--- config.mk ---
export PLATFORM = sky130hd
export DESIGN_NAME = positional_list_store
export DESIGN_NICKNAME = d
export VERILOG_FILES = /design/src/hdl/pls_pkg.sv /design/src/hdl/positional_list_store.sv /design/src/hdl/pls_ctrl.sv /design/src/hdl/pls_dp.sv
export SDC_FILE = /design/constraint.sdc
export NUM_CORES = 2
export LEC_CHECK = 0
export ABC_AREA = 1
export BUFFER_PORTS_ARGS = -buffer_cell sky130_fd_sc_hd__buf_2
export CAP_MARGIN = 20
export CORE_ASPECT_RATIO = 0.8
export CORE_MARGIN = 4
export CORE_UTILIZATION = 40
export DETAILED_ROUTE_END_ITERATION = 8
export PLACE_DENSITY = 0.58
export SYNTH_ARGS = -nofsm -noshare
export SYNTH_HDL_FRONTEND = slang
export SYNTH_SLANG_ARGS = --single-unit
--- constraint.sdc ---
create_clock -name clk -period 24.7 [get_ports clk]
set_input_delay 4.94 -clock clk [delete_from_list [all_inputs] [get_ports clk]]
set_output_delay 4.94 -clock clk [all_outputs]
set_load 0.01 [all_outputs]
--- src/hdl/pls_pkg.sv ---
// Shared types and constants for the positional list store.
// Holds the request/result words, mode and status codes, and the
// command/flag structs between controller and datapath. No dependencies.
`timescale 1ns / 1ps

package pls_pkg;

	localparam int DEPTH      = 16;
	localparam int ITEM_WIDTH = 32;
	localparam int MODE_W     = 4;
	localparam int POS_W      = 5;
	localparam int STAT_W     = 3;
	localparam int CNT_W      = $clog2(DEPTH + 1);
	localparam int IDX_W      = $clog2(DEPTH);

	localparam logic [MODE_W-1:0] MODE_READ       = 4'd0;
	localparam logic [MODE_W-1:0] MODE_WRITE      = 4'd1;
	localparam logic [MODE_W-1:0] MODE_INS_FRONT  = 4'd2;
	localparam logic [MODE_W-1:0] MODE_INS_END    = 4'd3;
	localparam logic [MODE_W-1:0] MODE_INS_AT     = 4'd4;
	localparam logic [MODE_W-1:0] MODE_REM_FRONT  = 4'd5;
	localparam logic [MODE_W-1:0] MODE_REM_END    = 4'd6;
	localparam logic [MODE_W-1:0] MODE_REM_AT     = 4'd7;
	localparam logic [MODE_W-1:0] MODE_SEARCH     = 4'd8;
	localparam logic [MODE_W-1:0] MODE_CLEAR      = 4'd9;

	localparam logic [STAT_W-1:0] ST_OK       = 3'd0;
	localparam logic [STAT_W-1:0] ST_BADPOS   = 3'd1;
	localparam logic [STAT_W-1:0] ST_EMPTY    = 3'd2;
	localparam logic [STAT_W-1:0] ST_NOTFOUND = 3'd3;
	localparam logic [STAT_W-1:0] ST_FULL     = 3'd4;

	typedef struct packed {
		logic [MODE_W-1:0]     mode;
		logic [POS_W-1:0]      position;
		logic [ITEM_WIDTH-1:0] item;
	} req_t;

	typedef struct packed {
		logic [STAT_W-1:0]     status;
		logic [ITEM_WIDTH-1:0] item_out;
		logic [CNT_W-1:0]      count;
	} rsp_t;

	typedef enum logic [2:0] {
		OP_NONE,
		OP_READ,
		OP_WRITE,
		OP_INSERT,
		OP_REMOVE,
		OP_FOUND,
		OP_CLEAR
	} op_t;

	typedef enum logic [1:0] {
		AT_FRONT,
		AT_END,
		AT_POS
	} at_sel_t;

	typedef struct packed {
		logic              capture;
		logic              exec;
		op_t               op;
		at_sel_t           at_sel;
		logic [STAT_W-1:0] status;
	} cmd_t;

	typedef struct packed {
		logic [MODE_W-1:0] mode;
		logic              pos_ok;
		logic              empty;
		logic              full;
		logic              found;
	} flags_t;

endpackage

--- src/hdl/positional_list_store.sv ---
// Top level of the positional list store: bounded ordered list addressed by
// 1-based position. Instantiates pls_ctrl and pls_dp; depends on pls_pkg.
//
//   channel   handshake                words               direction
//   request   start / busy             mode, position, item  in
//   result    done (one-cycle strobe)  status, item_out, count out
//
// A request is latched at the accepting edge; in the next cycle, the
// execute state, it is decoded, all cells are compared against the key
// and the cell row shifts in parallel. No new request is taken during
// execute. The result sits on result for the cycle after execute,
// flagged by done, while busy is already low again. Reset clears the count
// and the sequencer only; cell contents are left as they are. The receiver
// cannot stall: each result is valid for exactly one cycle.
`timescale 1ns / 1ps

module positional_list_store (
	input  logic          clk,
	input  logic          arst_n,
	input  logic          start,
	output logic          busy,
	input  pls_pkg::req_t request,
	output logic          done,
	output pls_pkg::rsp_t result
);

	pls_pkg::cmd_t   cmd;
	pls_pkg::flags_t flags;

	pls_ctrl u_ctrl (
		.clk    (clk),
		.arst_n (arst_n),
		.start  (start),
		.busy   (busy),
		.done   (done),
		.flags  (flags),
		.cmd    (cmd)
	);

	pls_dp u_dp (
		.clk     (clk),
		.arst_n  (arst_n),
		.request (request),
		.cmd     (cmd),
		.flags   (flags),
		.result  (result)
	);

endmodule

--- src/hdl/pls_ctrl.sv ---
// Controller for the positional list store: two-state sequencer and
// request decode into datapath commands. Depends on pls_pkg.
`timescale 1ns / 1ps

module pls_ctrl (
	input  logic            clk,
	input  logic            arst_n,
	input  logic            start,
	output logic            busy,
	output logic            done,
	input  pls_pkg::flags_t flags,
	output pls_pkg::cmd_t   cmd
);

	typedef enum logic [1:0] {
		ST_IDLE = 2'b01,
		ST_EXEC = 2'b10
	} state_t;

	state_t state_q, state_d;
	logic   done_q;

	always_comb begin
		state_d = state_q;
		case (state_q)
			ST_IDLE: begin
				if (start)
					state_d = ST_EXEC;
			end
			ST_EXEC: begin
				state_d = ST_IDLE;
			end
			default: begin
				state_d = ST_IDLE;
			end
		endcase
	end

	always_ff @(posedge clk or negedge arst_n) begin
		if (!arst_n) begin
			state_q <= ST_IDLE;
			done_q  <= 1'b0;
		end else begin
			state_q <= state_d;
			done_q  <= (state_q == ST_EXEC);
		end
	end

	assign busy = (state_q == ST_EXEC);
	assign done = done_q;

	// Decode the latched request against the current list state.
	always_comb begin
		cmd         = '0;
		cmd.op      = pls_pkg::OP_NONE;
		cmd.at_sel  = pls_pkg::AT_POS;
		cmd.status  = pls_pkg::ST_OK;
		cmd.capture = start && (state_q == ST_IDLE);
		cmd.exec    = (state_q == ST_EXEC);
		case (flags.mode)
			pls_pkg::MODE_READ: begin
				if (!flags.pos_ok)
					cmd.status = pls_pkg::ST_BADPOS;
				else
					cmd.op = pls_pkg::OP_READ;
			end
			pls_pkg::MODE_WRITE: begin
				if (!flags.pos_ok)
					cmd.status = pls_pkg::ST_BADPOS;
				else
					cmd.op = pls_pkg::OP_WRITE;
			end
			pls_pkg::MODE_INS_FRONT, pls_pkg::MODE_INS_END, pls_pkg::MODE_INS_AT: begin
				if (flags.mode == pls_pkg::MODE_INS_FRONT)
					cmd.at_sel = pls_pkg::AT_FRONT;
				else if (flags.mode == pls_pkg::MODE_INS_END)
					cmd.at_sel = pls_pkg::AT_END;
				if (flags.mode == pls_pkg::MODE_INS_AT && !flags.pos_ok)
					cmd.status = pls_pkg::ST_BADPOS;
				else if (flags.full)
					cmd.status = pls_pkg::ST_FULL;
				else
					cmd.op = pls_pkg::OP_INSERT;
			end
			pls_pkg::MODE_REM_FRONT, pls_pkg::MODE_REM_END, pls_pkg::MODE_REM_AT: begin
				if (flags.mode == pls_pkg::MODE_REM_FRONT)
					cmd.at_sel = pls_pkg::AT_FRONT;
				else if (flags.mode == pls_pkg::MODE_REM_END)
					cmd.at_sel = pls_pkg::AT_END;
				// empty list wins over a bad position
				if (flags.empty)
					cmd.status = pls_pkg::ST_EMPTY;
				else if (flags.mode == pls_pkg::MODE_REM_AT && !flags.pos_ok)
					cmd.status = pls_pkg::ST_BADPOS;
				else
					cmd.op = pls_pkg::OP_REMOVE;
			end
			pls_pkg::MODE_SEARCH: begin
				if (flags.empty)
					cmd.status = pls_pkg::ST_EMPTY;
				else if (flags.found)
					cmd.op = pls_pkg::OP_FOUND;
				else
					cmd.status = pls_pkg::ST_NOTFOUND;
			end
			pls_pkg::MODE_CLEAR: begin
				cmd.op = pls_pkg::OP_CLEAR;
			end
			default: begin
				cmd.op = pls_pkg::OP_NONE;
			end
		endcase
		// outside the execute cycle nothing may touch the list
		if (state_q != ST_EXEC) begin
			cmd.op     = pls_pkg::OP_NONE;
			cmd.status = pls_pkg::ST_OK;
		end
	end

	a_done_after_exec: assert property (@(posedge clk) disable iff (!arst_n)
		done_q |-> $past(state_q == ST_EXEC))
		else $error("result strobe without an execute cycle");

	a_accept_goes_busy: assert property (@(posedge clk) disable iff (!arst_n)
		(start && !busy) |=> busy)
		else $error("accepted word did not start execution");

	a_busy_one_cycle: assert property (@(posedge clk) disable iff (!arst_n)
		busy |=> (!busy && done))
		else $error("execute cycle not followed by a result");

endmodule

--- src/hdl/pls_dp.sv ---
// Datapath for the positional list store: request register, cell row with
// per-cell shift, parallel search compare, count and result register.
// Depends on pls_pkg.
`timescale 1ns / 1ps

module pls_dp (
	input  logic            clk,
	input  logic            arst_n,
	input  pls_pkg::req_t   request,
	input  pls_pkg::cmd_t   cmd,
	output pls_pkg::flags_t flags,
	output pls_pkg::rsp_t   result
);

	localparam int N   = pls_pkg::DEPTH;
	localparam int IW  = pls_pkg::ITEM_WIDTH;
	localparam int CW  = pls_pkg::CNT_W;
	localparam int XW  = pls_pkg::IDX_W;
	localparam int PW  = pls_pkg::POS_W;

	pls_pkg::req_t req_q;
	pls_pkg::rsp_t result_q;
	logic [CW-1:0] count_q, count_d;
	logic [IW-1:0] cells_q [N];
	logic [IW-1:0] cells_d [N];
	logic [IW-1:0] shift_up [N];
	logic [IW-1:0] shift_dn [N];
	logic [N-1:0]  match;
	logic [XW-1:0] idx, last, tail, at;
	logic [IW-1:0] rd_item;

	always_ff @(posedge clk) begin
		if (cmd.capture)
			req_q <= request;
	end

	assign idx  = XW'(req_q.position - PW'(1));
	assign last = XW'(count_q - CW'(1));
	assign tail = XW'(count_q);

	always_comb begin
		case (cmd.at_sel)
			pls_pkg::AT_FRONT: at = '0;
			pls_pkg::AT_END:   at = (cmd.op == pls_pkg::OP_INSERT) ? tail : last;
			pls_pkg::AT_POS:   at = idx;
			default:           at = '0;
		endcase
	end

	assign rd_item = cells_q[at];

	// Compare every live cell against the key at once.
	always_comb begin
		for (int i = 0; i < N; i++)
			match[i] = (cells_q[i] == req_q.item) && (CW'(i) < count_q);
	end

	always_comb begin
		flags.mode   = req_q.mode;
		flags.pos_ok = (req_q.position != '0) && (req_q.position <= PW'(count_q));
		flags.empty  = (count_q == '0);
		flags.full   = (count_q == CW'(N));
		flags.found  = |match;
	end

	always_comb begin
		shift_up[0] = cells_q[0];
		for (int i = 1; i < N; i++)
			shift_up[i] = cells_q[i-1];
		shift_dn[N-1] = cells_q[N-1];
		for (int i = 0; i < N - 1; i++)
			shift_dn[i] = cells_q[i+1];
	end

	// Write the target cell, or open or close the gap at it; cells above count are don't-care.
	always_comb begin
		for (int i = 0; i < N; i++) begin
			cells_d[i] = cells_q[i];
			case (cmd.op)
				pls_pkg::OP_WRITE: begin
					if (XW'(i) == at)
						cells_d[i] = req_q.item;
				end
				pls_pkg::OP_INSERT: begin
					if (XW'(i) == at)
						cells_d[i] = req_q.item;
					else if (XW'(i) > at)
						cells_d[i] = shift_up[i];
				end
				pls_pkg::OP_REMOVE: begin
					if (XW'(i) >= at)
						cells_d[i] = shift_dn[i];
				end
				default: begin
					cells_d[i] = cells_q[i];
				end
			endcase
		end
	end

	always_ff @(posedge clk) begin
		for (int i = 0; i < N; i++)
			cells_q[i] <= cells_d[i];
	end

	always_comb begin
		case (cmd.op)
			pls_pkg::OP_INSERT: count_d = count_q + CW'(1);
			pls_pkg::OP_REMOVE: count_d = count_q - CW'(1);
			pls_pkg::OP_CLEAR:  count_d = '0;
			default:            count_d = count_q;
		endcase
	end

	always_ff @(posedge clk or negedge arst_n) begin
		if (!arst_n)
			count_q <= '0;
		else
			count_q <= count_d;
	end

	always_ff @(posedge clk) begin
		if (cmd.exec) begin
			result_q.status <= cmd.status;
			result_q.count  <= count_d;
			case (cmd.op)
				pls_pkg::OP_READ, pls_pkg::OP_REMOVE: result_q.item_out <= rd_item;
				pls_pkg::OP_FOUND:                    result_q.item_out <= req_q.item;
				default:                              result_q.item_out <= '0;
			endcase
		end
	end

	assign result = result_q;

	a_count_bound: assert property (@(posedge clk) disable iff (!arst_n)
		count_q <= CW'(N))
		else $error("item count beyond store depth");

	a_insert_grows: assert property (@(posedge clk) disable iff (!arst_n)
		(cmd.op == pls_pkg::OP_INSERT) |=> (count_q == $past(count_q) + CW'(1)))
		else $error("insert did not advance count");

	a_remove_shrinks: assert property (@(posedge clk) disable iff (!arst_n)
		(cmd.op == pls_pkg::OP_REMOVE) |=> (count_q == $past(count_q) - CW'(1)))
		else $error("remove did not drop count");

endmodule
==> results.cfg <==
[setup_path]
crit_required_ns = 25.03
crit_fanout = 103
r2r_slack_ns = 15.85
worstSetupEndpointType = flop
path_class = reg2reg
cp.arrival_ns = 9.18
cpMaxStageDelayCell = dfrtp_1
cp_top_family = buffers and inverters
cp-start-kind = flop
r2r-end = u_dp.cells_q[3][25]
max_stage_delay_ns = 0.63
worstRegToRegCells = 27
worstReg2RegStart = u_dp.count_q[4]
crit_buf_inv = 7

[timing]
max_slew_margin_pct = 17.3
fin_worst_skew_ns = 0.0321
fin_crit_sh_pct = 35.8
setup_violations = 0
rsz0062_at_grt = false
hold_viol = 0
period_minus_slack_ns = 8.85
drv_slew = 0
fin_setup_tns_ns = 0
fmax_mhz = 113
worst_pin_slew_ns = 1.24

[clock_tree]
cts_sinks = 601
ctsResizeCount = 0
numCtsBuffers = 74
root_buffer = clkbuf_16
post_cts_buffers = 0
clk_latency_ns = 0.71
hold_buffers = 0
cts_buffer_depth = 3
htreeDepth = 3
clkSlewWorstSetupHoldPaths_ns = 0.06
cts_tree = yes

[layout]
drive_above_1_share_pct = 6.60
ff_latch_area_mm2 = 0.0180
layout_common_cells = nand2_1 (2,126), o21ai_0 (672), nand3_1 (640)
multi_input_area_mm2 = 0.0229
final_util_pct = 43.6
final_area_mm2 = 0.0483
areaGrowthSynthToFinish_pct = 7.73
layout_commonest_cell = nand2_1
fillCellCount = 11700
fin_nets = 6158

[die]
dieArea_mm2 = 0.118
io-pin-count = 86
core_area_mm2 = 0.111
start_util_pct = 40.5
dieHeight_um = 308
rows = 109
die_w_um = 382

[power_and_ir_drop]
power_mw = 3.09
ir_worst_vdd_uv = 58.7
p_leak_nw = 19.9
power.density_mw_per_mm2 = 63.9

[grt]
antenna_found_initial = 11
grt_pass1_wl_um = 339000
grt_max_degree = 174
first_global_vias = 43000
grt_usage_pct = 40.3
globalRouteOverflowTotal = 0

[detailed_routing]
drc_errors = 0
vias = 48600
first_pass_iters = 9
ant_nets = 0
wl_um = 246000
wl_per_cell_um = 32.1
drtIter0Drc = 8875
vias_per_cell = 6.34

[logic_synthesis]
synth.yosys.seq_area_share_pct = 40.1
avgSynthCellArea_um2 = 7.06
yosysUniqueCellTypes = 42
synth_seq_cells = 601
synthCells = 6352
syn_nets = 6409
syn_area_mm2 = 0.0449
yosysWarnings = 0

[worst_hold_path]
hold_depth = 2
holdPathEnd = u_ctrl.state_q[0]
hold_class = reg2reg
min_from = u_ctrl.state_q[1]

[job]
drv_cap = 0

[placement]
port_buffers = 85
place_hpwl_um = 168000
routabilityCongestion = 1.01
placed_cell_area_mm2 = 0.0459

[outcome]
status = complete, no violations
==> flip-flops by register name (all words and copies together), names as in the netlist <==
signal	cells
u_dp.flags	4
u_ctrl.state_q	2
u_dp.result	40
u_dp.cells_q	512
u_ctrl.done	1
u_dp.req_q	37
u_dp.count_q	5
==> through the flow <==
stage / setup slack (ns) / hold slack (ns) / instances
final: 15.85 / 0.559 / 7660
after global routing: 15.85 / 0.600 / 7649
after CTS: 16.34 / 0.564 / 7648
after detailed placement: 16.34 / 0.549 / 7522
after global placement: 16.44 / 0.533 / 7522
after floorplan: 15.95 / 0.467 / 6352
==> synthesized netlist by cell type <==
cell type  instances  area share [%]
edfxtp_1         593              40
nor2_8             2           0.089
o21ai_1           67            0.75
o211ai_2          18            0.50
nor2_4             7            0.18
clkbuf_1         297             2.5
o211ai_1         296             5.0
o21bai_1         129             2.2
nor3b_1            1           0.017
a211oi_1           4           0.067
a21oi_1          165             1.8
buf_2            165             1.8
dfrtp_1            7            0.39
o221ai_1           2           0.039
nand4_1           84             1.2
nand3_1          641             7.2
ha_1              13            0.36
clkinv_1           2           0.017
xnor2_1            3           0.059
nand2_2           13            0.18
buf_6              9            0.23
inv_1            465             3.9
nand2_4            2           0.050
nand2_8            1           0.045
o21ai_0          673             7.5
buf_1             27            0.23
dfstp_2            1           0.059
nor3_1            30            0.33
nor2_1           310             2.6
nand3b_1           2           0.033
nand3_4            1           0.039
or2_2              3           0.042
inv_2             34            0.28
a31oi_1            2           0.028
inv_4              2           0.028
nand3_2            2           0.045
buf_4             21            0.35
a22o_1             1           0.020
o22ai_1            4           0.056
xor2_1           119             2.3
nor4_1             2           0.028
nand2_1         2132              18
==> cell type report <==
type                       count  share of cell area, %
multi-input combinational   4729                   47.3
timing repair buffer         192                   2.66
clock inverter                33                  0.717
inverter                     503                   3.95
tap                         1498                   3.88
antenna                       11                 0.0570
sequential                   601                   37.3
clock buffer                  93                   4.13
==> worst max-delay path by stage <==
stage | start | endpoint | slack [ns] | cells past startpoint
final | u_dp.count_q[4] | u_dp.cells_q[3][25] | 15.85 | 27
after global routing | u_dp.count_q[4] | u_dp.result[18] | 15.85 | 29
after CTS | u_dp.req_q[21] | u_dp.cells_q[3][23] | 16.34 | 25
after detailed placement | u_dp.req_q[21] | u_dp.cells_q[3][22] | 16.34 | 25
after global placement | u_dp.req_q[21] | u_dp.cells_q[3][22] | 16.44 | 25
after floorplan | u_ctrl.state_q[1] | u_dp.cells_q[0][0] | 15.95 | 16
==> worst register-to-register path: stages (launching register included) <==
cell and delay [ns]:
dfrtp_1 0.63, inv_2 0.30, nand2_2 0.22, nor2_1 0.53, nand2_1 0.10, o21ai_1 0.47
nor2_1 0.21, nand3_1 0.14, nor2_1 0.11, nor2_1 0.13, nand2_1 0.05, nor2_1 0.38
nand2_1 0.13, nand2_2 0.15, nand2_4 0.08, nand3_2 0.06, buf_4 0.62, inv_8 0.49
ha_1 0.51, a22o_1 0.25, nand2_4 0.24, buf_4 0.46, nor2_4 0.30, buf_4 0.58
nand2_1 0.14, buf_4 0.33, a21oi_4 0.22, buf_4 0.54
==> cells by family (layout without fill, tap and decap cells) <==
logic type | Yosys count | after routing | share of synthesized area, %
buffers and inverters | 1022 | 821 | 9.35
and+or+nand+nor | 3233 | 3233 | 29.8
DFF | 601 | 601 | 40.1
AOI/OAI and AO/OA | 1361 | 1361 | 17.9
adders and majority gates | 13 | 13 | 0.363
other | 0 | 11 | 0
xor gates and xnor gates | 122 | 122 | 2.38
==> power by group <==
group          switching [mW]  total [mW]  internal [mW]
Combinational           0.609       0.763          0.154
Clock                   0.501        1.14          0.634
Sequential             0.0336        1.19           1.16
Total                    1.14        3.09           1.95
==> routing by layer <==
| layer | track usage, % | wire length [µm] | share of wire (%) |
|---|---|---|---|
| met4 | 22.8 | 16900 | 6.9 |
| met3 | 13.4 | 37400 | 15 |
| met2 | 54.9 | 95700 | 39 |
| met1 | 55.7 | 95600 | 39 |
| met5 | 0 | 58 | 0.024 |
Power figures use the tool's default switching activity.
